--- config.mk ---
export PLATFORM = sky130hd
export DESIGN_NAME = integer_to_ascii_formatter
export DESIGN_NICKNAME = d
export VERILOG_FILES = /design/src/sv/i2a_pkg.sv /design/src/sv/i2a_front.sv /design/src/sv/i2a_queue.sv /design/src/sv/i2a_back.sv /design/src/sv/integer_to_ascii_formatter.sv
export SDC_FILE = /design/constraint.sdc
export NUM_CORES = 2
export LEC_CHECK = 0
export BUFFER_PORTS_ARGS = -buffer_cell sky130_fd_sc_hd__clkbuf_2
export CAP_MARGIN = 30
export CORE_MARGIN = 1
export CORE_UTILIZATION = 45
export DETAILED_ROUTE_END_ITERATION = 10
export PLACE_DENSITY = 0.66
export SYNTH_ARGS = -nofsm -noshare
export SYNTH_HDL_FRONTEND = slang
export SYNTH_SLANG_ARGS = --single-unit
--- constraint.sdc ---
create_clock -name clk_i -period 9.8 [get_ports clk_i]
set_input_delay 2.94 -clock clk_i [delete_from_list [all_inputs] [get_ports clk_i]]
set_output_delay 2.94 -clock clk_i [all_outputs]
set_load 0.02 [all_outputs]
--- src/sv/i2a_pkg.sv ---
`timescale 1ns / 1ps
// ----------------------------------------------------------------------------
// i2a_pkg
// Shared types, command codes and character constants of the integer to ASCII
// formatter.
// ----------------------------------------------------------------------------
package i2a_pkg;

  localparam int unsigned CmdW      = 3;
  localparam int unsigned ValueW    = 64;
  localparam int unsigned CharW     = 8;
  localparam int unsigned CountW    = 31;
  localparam int unsigned DigitsMax = 16;
  localparam int unsigned DigIdxW   = $clog2(DigitsMax);

  localparam logic [CmdW-1:0] CmdSignedDec   = 3'd0;
  localparam logic [CmdW-1:0] CmdUnsignedDec = 3'd1;
  localparam logic [CmdW-1:0] CmdHexLower    = 3'd2;
  localparam logic [CmdW-1:0] CmdHexUpper    = 3'd3;
  localparam logic [CmdW-1:0] CmdPointer     = 3'd4;

  localparam logic [CharW-1:0] CharZero  = 8'h30;
  localparam logic [CharW-1:0] CharX     = 8'h78;
  localparam logic [CharW-1:0] CharMinus = 8'h2D;
  localparam logic [CharW-1:0] CharALow  = 8'h61;
  localparam logic [CharW-1:0] CharAUp   = 8'h41;

  // ceil(2^35 / 10): floor(v * RecipTen / 2^35) == v / 10 for any 32-bit v
  localparam logic [31:0] RecipTen = 32'hCCCC_CCCD;

  typedef struct packed {
    logic              hex;
    logic              upper;
    logic              ptr;
    logic              neg;
    logic [ValueW-1:0] mag;
  } i2a_item_t;

endpackage

--- src/sv/i2a_front.sv ---
`timescale 1ns / 1ps
// ----------------------------------------------------------------------------
// i2a_front
// Input stage: accepts requests, drops unused command codes and registers the
// classified item (radix, case, prefix, magnitude) for the queue.
// ----------------------------------------------------------------------------
module i2a_front import i2a_pkg::*; (
  input  logic              clk_i,
  input  logic              rst_ni,
  input  logic              in_valid_i,
  output logic              in_ready_o,
  input  logic [CmdW-1:0]   cmd_i,
  input  logic [ValueW-1:0] value_i,
  output logic              item_valid_o,
  input  logic              item_ready_i,
  output i2a_item_t         item_o
);

  logic      valid_q, valid_d;
  i2a_item_t item_q, item_d;
  logic      accept;
  logic      cmd_ok;
  logic [31:0] low;

  assign in_ready_o   = !valid_q || item_ready_i;
  assign accept       = in_valid_i && in_ready_o;
  assign item_valid_o = valid_q;
  assign item_o       = item_q;
  assign low          = value_i[31:0];

  always_comb begin
    cmd_ok       = 1'b1;
    item_d.hex   = 1'b0;
    item_d.upper = 1'b0;
    item_d.ptr   = 1'b0;
    item_d.neg   = 1'b0;
    item_d.mag   = {32'd0, low};
    unique case (cmd_i)
      CmdSignedDec: begin
        if (low[31]) begin
          item_d.neg = 1'b1;
          item_d.mag = {32'd0, 32'd0 - low};
        end
      end
      CmdUnsignedDec: begin
      end
      CmdHexLower: begin
        item_d.hex = 1'b1;
      end
      CmdHexUpper: begin
        item_d.hex   = 1'b1;
        item_d.upper = 1'b1;
      end
      CmdPointer: begin
        item_d.hex = 1'b1;
        item_d.ptr = 1'b1;
        item_d.mag = value_i;
      end
      default: begin
        cmd_ok = 1'b0;
      end
    endcase
  end

  always_comb begin
    if (valid_q && !item_ready_i) begin
      valid_d = 1'b1;
    end else begin
      valid_d = accept && cmd_ok;
    end
  end

  always_ff @(posedge clk_i or negedge rst_ni) begin
    if (!rst_ni) begin
      valid_q <= 1'b0;
    end else begin
      valid_q <= valid_d;
    end
  end

  always_ff @(posedge clk_i) begin
    if (accept && cmd_ok) begin
      item_q <= item_d;
    end
  end

endmodule

--- src/sv/i2a_queue.sv ---
`timescale 1ns / 1ps
// ----------------------------------------------------------------------------
// i2a_queue
// Two-entry queue between the input stage and the conversion engine.
// ----------------------------------------------------------------------------
module i2a_queue import i2a_pkg::*; (
  input  logic      clk_i,
  input  logic      rst_ni,
  input  logic      push_valid_i,
  output logic      push_ready_o,
  input  i2a_item_t push_item_i,
  output logic      pop_valid_o,
  input  logic      pop_ready_i,
  output i2a_item_t pop_item_o
);

  i2a_item_t  mem_q [2];
  logic       wr_ptr_q, wr_ptr_d;
  logic       rd_ptr_q, rd_ptr_d;
  logic [1:0] cnt_q, cnt_d;
  logic       push, pop;

  assign push_ready_o = (cnt_q != 2'd2);
  assign pop_valid_o  = (cnt_q != 2'd0);
  assign pop_item_o   = mem_q[rd_ptr_q];
  assign push         = push_valid_i && push_ready_o;
  assign pop          = pop_valid_o && pop_ready_i;

  always_comb begin
    wr_ptr_d = push ? !wr_ptr_q : wr_ptr_q;
    rd_ptr_d = pop ? !rd_ptr_q : rd_ptr_q;
    cnt_d    = cnt_q + {1'b0, push} - {1'b0, pop};
  end

  always_ff @(posedge clk_i or negedge rst_ni) begin
    if (!rst_ni) begin
      wr_ptr_q <= 1'b0;
      rd_ptr_q <= 1'b0;
      cnt_q    <= 2'd0;
    end else begin
      wr_ptr_q <= wr_ptr_d;
      rd_ptr_q <= rd_ptr_d;
      cnt_q    <= cnt_d;
    end
  end

  always_ff @(posedge clk_i) begin
    if (push) begin
      mem_q[wr_ptr_q] <= push_item_i;
    end
  end

endmodule

--- src/sv/i2a_back.sv ---
`timescale 1ns / 1ps
// ----------------------------------------------------------------------------
// i2a_back
// Conversion engine: splits the magnitude into digits (one hex digit a cycle,
// decimal digits by reciprocal multiply, then remainder), then emits prefix
// and digits most significant first through a registered output slot.
// ----------------------------------------------------------------------------
module i2a_back import i2a_pkg::*; (
  input  logic              clk_i,
  input  logic              rst_ni,
  input  logic              item_valid_i,
  output logic              item_ready_o,
  input  i2a_item_t         item_i,
  output logic              out_valid_o,
  input  logic              out_ready_i,
  output logic [CharW-1:0]  char_out_o,
  output logic              last_o,
  output logic [CountW-1:0] total_count_o
);

  localparam logic [2:0] StIdle = 3'd0;
  localparam logic [2:0] StMul  = 3'd1;
  localparam logic [2:0] StDiv  = 3'd2;
  localparam logic [2:0] StHex  = 3'd3;
  localparam logic [2:0] StPre  = 3'd4;
  localparam logic [2:0] StDig  = 3'd5;

  logic [2:0]         state_q, state_d;
  logic [ValueW-1:0]  val_q, val_d;
  logic [63:0]        prod_q, prod_d;
  logic [DigIdxW:0]   nd_q, nd_d;
  logic [DigIdxW-1:0] pos_q, pos_d;
  logic               pre_q, pre_d;
  logic               upper_q, ptr_q, neg_q;
  logic [3:0]         dig_q [DigitsMax];
  logic               dig_we;
  logic [3:0]         dig_wdata;

  logic               out_valid_q, out_valid_d;
  logic [CharW-1:0]   char_q, char_d;
  logic               last_q, last_d;
  logic [CountW-1:0]  count_q, count_d;
  logic               slot_free;
  logic               emit;

  logic [28:0]        quo;
  logic [31:0]        quo_ten;
  logic [31:0]        rem;
  logic [3:0]         dsel;
  logic [CharW-1:0]   dchar;
  logic               load;

  assign item_ready_o  = (state_q == StIdle);
  assign load          = item_valid_i && item_ready_o;
  assign slot_free     = !out_valid_q || out_ready_i;
  assign out_valid_o   = out_valid_q;
  assign char_out_o    = char_q;
  assign last_o        = last_q;
  assign total_count_o = count_q;

  assign quo     = prod_q[63:35];
  assign quo_ten = {quo, 3'b000} + {2'b00, quo, 1'b0};
  assign rem     = val_q[31:0] - quo_ten;
  assign dsel    = dig_q[pos_q];

  always_comb begin
    if (dsel < 4'd10) begin
      dchar = CharZero + {4'd0, dsel};
    end else begin
      dchar = (upper_q ? CharAUp : CharALow) + {4'd0, dsel} - 8'd10;
    end
  end

  always_comb begin
    state_d   = state_q;
    val_d     = val_q;
    prod_d    = prod_q;
    nd_d      = nd_q;
    pos_d     = pos_q;
    pre_d     = pre_q;
    dig_we    = 1'b0;
    dig_wdata = rem[3:0];
    emit      = 1'b0;
    char_d    = char_q;
    last_d    = last_q;
    unique case (state_q)
      StIdle: begin
        if (item_valid_i) begin
          val_d   = item_i.mag;
          nd_d    = '0;
          pre_d   = 1'b0;
          state_d = item_i.hex ? StHex : StMul;
        end
      end
      StMul: begin
        prod_d  = 64'(val_q[31:0]) * 64'(RecipTen);
        state_d = StDiv;
      end
      StDiv: begin
        dig_we    = 1'b1;
        dig_wdata = rem[3:0];
        nd_d      = nd_q + 1'b1;
        val_d     = {35'd0, quo};
        if (quo == '0) begin
          pos_d   = nd_q[DigIdxW-1:0];
          state_d = neg_q ? StPre : StDig;
        end else begin
          state_d = StMul;
        end
      end
      StHex: begin
        dig_we    = 1'b1;
        dig_wdata = val_q[3:0];
        nd_d      = nd_q + 1'b1;
        val_d     = {4'd0, val_q[ValueW-1:4]};
        if (val_q[ValueW-1:4] == '0) begin
          pos_d   = nd_q[DigIdxW-1:0];
          state_d = ptr_q ? StPre : StDig;
        end
      end
      StPre: begin
        if (slot_free) begin
          emit   = 1'b1;
          last_d = 1'b0;
          if (ptr_q) begin
            char_d = pre_q ? CharX : CharZero;
          end else begin
            char_d = CharMinus;
          end
          pre_d = 1'b1;
          if (!ptr_q || pre_q) begin
            state_d = StDig;
          end
        end
      end
      StDig: begin
        if (slot_free) begin
          emit   = 1'b1;
          char_d = dchar;
          last_d = (pos_q == '0);
          if (pos_q == '0) begin
            state_d = StIdle;
          end else begin
            pos_d = pos_q - 1'b1;
          end
        end
      end
      default: begin
        state_d = StIdle;
      end
    endcase
  end

  always_comb begin
    count_d     = count_q;
    out_valid_d = out_valid_q;
    if (emit) begin
      out_valid_d = 1'b1;
      if (count_q != '1) begin
        count_d = count_q + 1'b1;
      end
    end else if (out_ready_i) begin
      out_valid_d = 1'b0;
    end
  end

  always_ff @(posedge clk_i or negedge rst_ni) begin
    if (!rst_ni) begin
      state_q     <= StIdle;
      out_valid_q <= 1'b0;
      count_q     <= '0;
    end else begin
      state_q     <= state_d;
      out_valid_q <= out_valid_d;
      count_q     <= count_d;
    end
  end

  always_ff @(posedge clk_i) begin
    val_q  <= val_d;
    prod_q <= prod_d;
    nd_q   <= nd_d;
    pos_q  <= pos_d;
    pre_q  <= pre_d;
    char_q <= char_d;
    last_q <= last_d;
    if (load) begin
      upper_q <= item_i.upper;
      ptr_q   <= item_i.ptr;
      neg_q   <= item_i.neg;
    end
    if (dig_we) begin
      dig_q[nd_q[DigIdxW-1:0]] <= dig_wdata;
    end
  end

endmodule

--- src/sv/integer_to_ascii_formatter.sv ---
`timescale 1ns / 1ps
// ----------------------------------------------------------------------------
// integer_to_ascii_formatter
// Formats 32-bit signed/unsigned decimal, 32-bit hex and 64-bit pointers as
// a stream of ASCII characters, most significant digit first.
//
// Input channel (in_valid_i/in_ready_o): one transfer carries cmd_i and
// value_i. Unused command codes are taken and dropped with no output.
// Output channel (out_valid_o/out_ready_i): one transfer per character, with
// last_o on the final character of a request and total_count_o giving the
// saturating number of characters sent since reset, this one included.
// A request passes the input register and then the queue; conversion then takes
// a reciprocal multiply and a remainder step per decimal digit, or a single step
// per hex digit; characters follow at one per cycle while the receiver is ready.
// The engine takes a new request only once it has put out the last character
// of the previous one.
// The input register and two-entry queue keep taking requests while the
// engine works or the receiver stalls; a stalled receiver holds the engine.
// Reset clears all control state and the character count.
// ----------------------------------------------------------------------------
module integer_to_ascii_formatter import i2a_pkg::*; (
  input  logic              clk_i,
  input  logic              rst_ni,
  input  logic              in_valid_i,
  output logic              in_ready_o,
  input  logic [CmdW-1:0]   cmd_i,
  input  logic [ValueW-1:0] value_i,
  output logic              out_valid_o,
  input  logic              out_ready_i,
  output logic [CharW-1:0]  char_out_o,
  output logic              last_o,
  output logic [CountW-1:0] total_count_o
);

  logic      f_valid, f_ready;
  i2a_item_t f_item;
  logic      b_valid, b_ready;
  i2a_item_t b_item;

  i2a_front u_front (
    .clk_i        (clk_i),
    .rst_ni       (rst_ni),
    .in_valid_i   (in_valid_i),
    .in_ready_o   (in_ready_o),
    .cmd_i        (cmd_i),
    .value_i      (value_i),
    .item_valid_o (f_valid),
    .item_ready_i (f_ready),
    .item_o       (f_item)
  );

  i2a_queue u_queue (
    .clk_i        (clk_i),
    .rst_ni       (rst_ni),
    .push_valid_i (f_valid),
    .push_ready_o (f_ready),
    .push_item_i  (f_item),
    .pop_valid_o  (b_valid),
    .pop_ready_i  (b_ready),
    .pop_item_o   (b_item)
  );

  i2a_back u_back (
    .clk_i         (clk_i),
    .rst_ni        (rst_ni),
    .item_valid_i  (b_valid),
    .item_ready_o  (b_ready),
    .item_i        (b_item),
    .out_valid_o   (out_valid_o),
    .out_ready_i   (out_ready_i),
    .char_out_o    (char_out_o),
    .last_o        (last_o),
    .total_count_o (total_count_o)
  );

endmodule

* Word-level counts from Yosys, hierarchy flattened
Memory sizes are Yosys's and may differ from the RTL's. A register that Yosys moved wholly into a read port is not among the register bits.
Cells that the tools add are included.
** Operators by class
- Add/sub/neg operators :: 11
- Multiply operators :: 1
- Divide/modulo/power cells :: 0
- Order comparisons :: 1
- Equality and inequality tests :: 19
- Shift operators :: 0
- Multiplexer cells :: 51
- Bitwise operators :: 0
- Reductions and logical operators :: 37
** Operators by type and width (count)
- $pmux 64 s3 :: 1
- $pmux 64 s2 :: 1
- $mux 65 :: 1
- $mul 32x32->64 const B :: 1
- $mux 64 :: 1
- $logic_not 60->1 :: 1
- $mux 8 :: 4
- $sub 1x32->32 const A :: 1
- $add 31x1->31 const B :: 1
- $ne 31x31->1 const B :: 1
- $logic_not 29->1 :: 1
- $mux 4 :: 6
- $mux 3 :: 7
- $mux 1 :: 20
- $pmux 3 s6 :: 1
- $pmux 8 s2 :: 1
- $ne 2x1->1 const B :: 7
- $eq 3x2->1 const B :: 4
- $pmux 4 s3 :: 1
- $pmux 5 s2 :: 1
- $reduce_bool 2->1 :: 5
- $eq 3x3->1 const B :: 3
- $add 8x4->8 :: 1
- $sub 8x4->8 const B :: 1
- 28 further kinds :: 48
** Word-level totals
- Register bits after elaboration :: 258
- Bits in latches :: 0
- RAM bits :: 200
- Bits in read-only memories :: 0
- Input port bits :: 71
- Output and inout bits :: 42
- Logic and storage cells :: 144
- Memories :: 2
** Memories
- u_queue.mem_q :: depth 2, width 68, read ports 1, clocked after Yosys merged registers in 0, wr ports 1, line i2a_queue.sv:17 : i2a_item_t mem_q [2];
- u_back.dig_q :: depth 16, width 4, read ports 1, clocked after Yosys merged registers in 1, wr ports 1, line i2a_back.sv:35 : logic [3:0] dig_q [DigitsMax];

* Logic depth before layout (Yosys ltp)
- Depth in word-level cells :: 6
- Depth in mapped cells :: 25

* Hierarchy
From an unflattened synthesis, not the netlist that was laid out.
** Second synthesis, totals
- Cells, all modules :: 2869
- Area, all modules :: 34421.8 sq um
** Modules (own cells, without submodules)
- i2a_back :: instances 1, cells an instance 2418, area each 26178.9 sq um
- i2a_queue :: instances 1, cells an instance 234, area each 5168.7 sq um
- i2a_front :: instances 1, cells an instance 217, area each 3074.2 sq um

* Least setup slack after synthesis
No wires, ideal clock.
- Path type :: reg-to-reg
- From :: register u_back.val_q[5]
- To :: register u_back.prod_q[56] (data pin)
- Setup time :: 0.174 ns
- Arrival time :: 6.791 ns
- Data required time :: 9.626 ns
- Setup slack :: 2.835 ns
- Stages on the path, launching flop included :: 23
- Clock period less this slack :: 6.965 ns
- Cells stage by stage :: edfxtp_1 inv_1 ha_1 xnor2_1 inv_1 ha_1 or2_2 fa_1 fa_1 fa_1 fa_1 fa_1 ha_1 ha_1 clkbuf_1 a21oi_1 o21ai_0 a41o_1 or3_1 o211ai_1 a2111oi_0 or2_2 a311oi_1
** On the way
- Cells in the longest elaborated chain, start to end :: 1
** RTL lines
- from (decl) :: line i2a_back.sv:29 : logic [ValueW-1:0] val_q, val_d;
- from (signal assigned) :: line i2a_back.sv:180 : val_q <= val_d;
- $mul 32x32->64 :: line i2a_back.sv:96 : prod_d = 64'(val_q[31:0]) * 64'(RecipTen);
- to (signal assigned) :: line i2a_back.sv:181 : prod_q <= prod_d;
- to (decl) :: line i2a_back.sv:30 : logic [63:0] prod_q, prod_d;
Every way passes these cells.
A chain may end at the register's enable or synchronous reset.

* Worst setup path in the final report
- From :: register u_back.val_q[5]
- To :: register u_back.prod_q[59] (data pin)
Same word-level chain as after synthesis.

==> flow_summary_export.csv <==
group,metric,value,unit
status,status,"finished clean",
synth,synth-seq-cells,425,
routing,drt-total-wl,87600,microns
cells_and_area,diodes,0,
synth,synthFlopType,"edfxtp_1",
clock_network,cts_resized,0,
floorplanning,ios,113,
synth,syn_avg_cell_area,12.0,sq um
floorplanning,fp.dieArea,77700,sq um
timing,slew_viol_final,0,
floorplanning,initial_core_util,45.5,%
placement,dpl_cell_area,36200,sq um
routing,drtIter0Drc,1421,
synth,netlist_area,34500,sq um
routing,ant_nets,0,
timing,finalCritPeriodShare,82.7,%
timing,fmax,123,MHz
setup_path,endpoint_kind,"flip-flop",
clock_network,tritoncts,"yes",
clock_network,cts_root_buf,"clkbuf_16",
synth,yosysMostFrequentCell,"inv_1",
synth,ys_seq_area_share,36.3,%
timing,finalCriticalPeriod,8.10,ns
clock_network,cts_setup_buffers,0,
synth,syn_nets,3714,
setup_path,worstPathRequired,10.08,ns
placement,place_ws,1.84,ns
routing,dr.pass1.iters,5,
timing,holdWs,0.420,ns
clock_network,hold_buffers,0,
synth,synth_cell_type_count,71,
setup_path,worstPathCellList,"inv_1, ha_1, xnor2_1, inv_1, ha_1, or2_2, fa_1, fa_1, fa_1, fa_1, fa_1, ha_1, ha_1, a21oi_1, o21ai_0, a41o_1, or3_1, o21ai_1, o211ai_1, a221oi_1, xnor2_1",
setup_path,cpMostUsedCell,"fa_1",
synth,netlist_instances,2880,
placement,dpl.hpwl,72400,microns
cells_and_area,drive_above_1_share,8.15,%
placement,place_congestion,0.988,
floorplanning,coreArea,75800,sq um
cells_and_area,area_delta_synth_final,9.00,%
routing,detail_route.vias_per_cell,5.34,
setup_path,startpoint_type,"flip-flop",
global_route,grt_pass1_vias,22628,
setup_path,criticalPathCategory,"flip-flop to flip-flop",
setup_path,r2r_cells,21,
global_route,grt_pass1_wl,136000,microns
timing,rsz0062_at_grt,"false",
synth,synth_top_area_share,33.2,%
timing,worstMarginPinSlew,0.976,ns
clock_network,clk_path_buf_depth,3,
routing,vias,21354,
cells_and_area,final_area,37600,sq um
setup_path,slowest_stage,"edfxtp_1",
hold_path,hold_path_depth,0,
global_route,grt_max_degree,72,
timing,finalSetupViolCount,0,
routing,wl_per_cell,21.9,microns
timing,setup_ws,1.70,ns
job,cap_violations,0,
cells_and_area,nets,3821,
clock_network,clock_sinks,425,
synth,ys_warn_count,0,
synth,synth_commonest_cells,"578 x inv_1, 388 x fa_1, 381 x edfxtp_1",
synth,synthTopCellsByArea,"edfxtp_1 33%, fa_1 23%, ha_1 14%",
timing,hold_viol,0,
setup_path,crit_path_max_incr_delay,0.75,ns
clock_network,cts.reportedPaths.clkPinSlew,0.07,ns
timing,slew_headroom,35.0,%
clock_network,htree_levels,2,
routing,drc,0,
clock_network,numCtsBuffers,41,
global_route,antenna_found_initial,0,
synth,yosys.area.top_type,"edfxtp_1",
clock_network,insertion_delay,0.56,ns
floorplanning,die_y,279,microns
floorplanning,die_x,279,microns
synth,synthArstFlopShare,9.41,%
setup_path,cp_data_arrival_time,8.38,ns
global_route,gr-total-overflow,0,
global_route,grt_usage,23.3,%
placement,portBuffers,111,
floorplanning,rows,101,
setup_path,cp_max_fo,10,
timing,setup-tns-final,0,ns
hold_path,hold_path.class,"flip-flop to flip-flop",
timing,fin_skew,0.0420,ns
synth,synth_edf_count,381,
==> metal layers <==
metal,track usage (%),part of all wire (%)
met1,31.9,43
met2,38.4,48
met3,3.60,6.3
met4,6.86,2.8
met5,0,0
==> state kept, by name, indices dropped and copies added, names as in the netlist, 7 cells and up, named ones only <==
signal / count
u_queue.mem_q: 136
u_back.dig_q: 64
u_back.val_q: 64
u_back.total_count_o: 31
u_back.char_out_o: 7
u_back.prod_q: 29
u_front.item_o: 68
==> worst paths after layout <==
check	startpoint	endpoint	slack, ns
max	u_back.val_q[5]	u_back.prod_q[59]	1.70
min	u_front.item_o[0]	u_queue.mem_q[0][0]	0.42
max reg2reg	u_back.val_q[5]	u_back.prod_q[59]	1.70
min reg2reg	u_front.item_o[0]	u_queue.mem_q[0][0]	0.42
max in group asynchronous	rst_ni	u_queue.rd_ptr_q	6.94
min in group asynchronous	rst_ni	u_back.total_count_o[8]	2.44
==> stage by stage <==
step                util (%)  std cells
floorplan                  -       2880
global placement        47.7       3920
detailed placement      47.7       3921
CTS                     49.5       3996
global route            49.6       3997
finish                  49.6       3997
==> cells in the final DEF (no fill, tap or decap), types with 11 or more instances in the layout <==
cell type	Yosys	routed
nor3_1	17	16
dfrtp_1	40	38
fa_1	388	388
xnor2_1	82	82
and2_1	68	68
and3_1	22	21
o21ai_0	78	78
a31oi_1	13	13
xor2_1	59	59
buf_4	1	20
a21o_1	39	39
inv_1	578	578
a21oi_1	104	104
edfxtp_1	381	381
nor2b_1	38	36
clkbuf_2	0	111
a211oi_1	36	36
mux2i_1	67	67
ha_1	375	375
clkbuf_16	0	41
nor2_1	74	72
nand2_1	106	106
nand3_1	54	54
nand4_1	24	24
mux4_2	20	20
nor4_1	21	21
o31ai_1	11	11
==> worst max-delay path: cells and delay by family (launching register included) <==
family | cells | cell delay (ns)
AOI/OAI and AO/OA | 6 | 1.78
and+or+nand+nor | 2 | 0.71
buffers and inverters | 2 | 0.22
adders and majority gates | 9 | 3.94
DFF | 1 | 0.75
xor gates and xnor gates | 2 | 0.45
==> final cells by class <==
cell class                 instances  area, sq um
fill                            6769        38200
clock buffer                      52         1110
multi-input combinational       1809        19600
inverter                         578         2170
clock inverter                    23          258
tap                              978         1220
timing repair buffer             132          733
sequential                       425        12500
==> kinds of logic (layout without fill, tap and decap cells) <==
kind of cell    count (synthesis)  count (layout)  share of synthesized area [%]
compound gates                344             344                           6.28
simple gates                  466             466                           7.16
flops                         425             425                           36.3
fa+ha+maj                     763             763                           36.1
xor+xnor                      141             141                           3.58
buf+inv                       646             785                           7.05
mux                            94              94                           3.48
other cells                     1               1                         0.0109
Power is not shown: default switching activity piles up to over one toggle a cycle in this logic, so the estimate is an artifact.
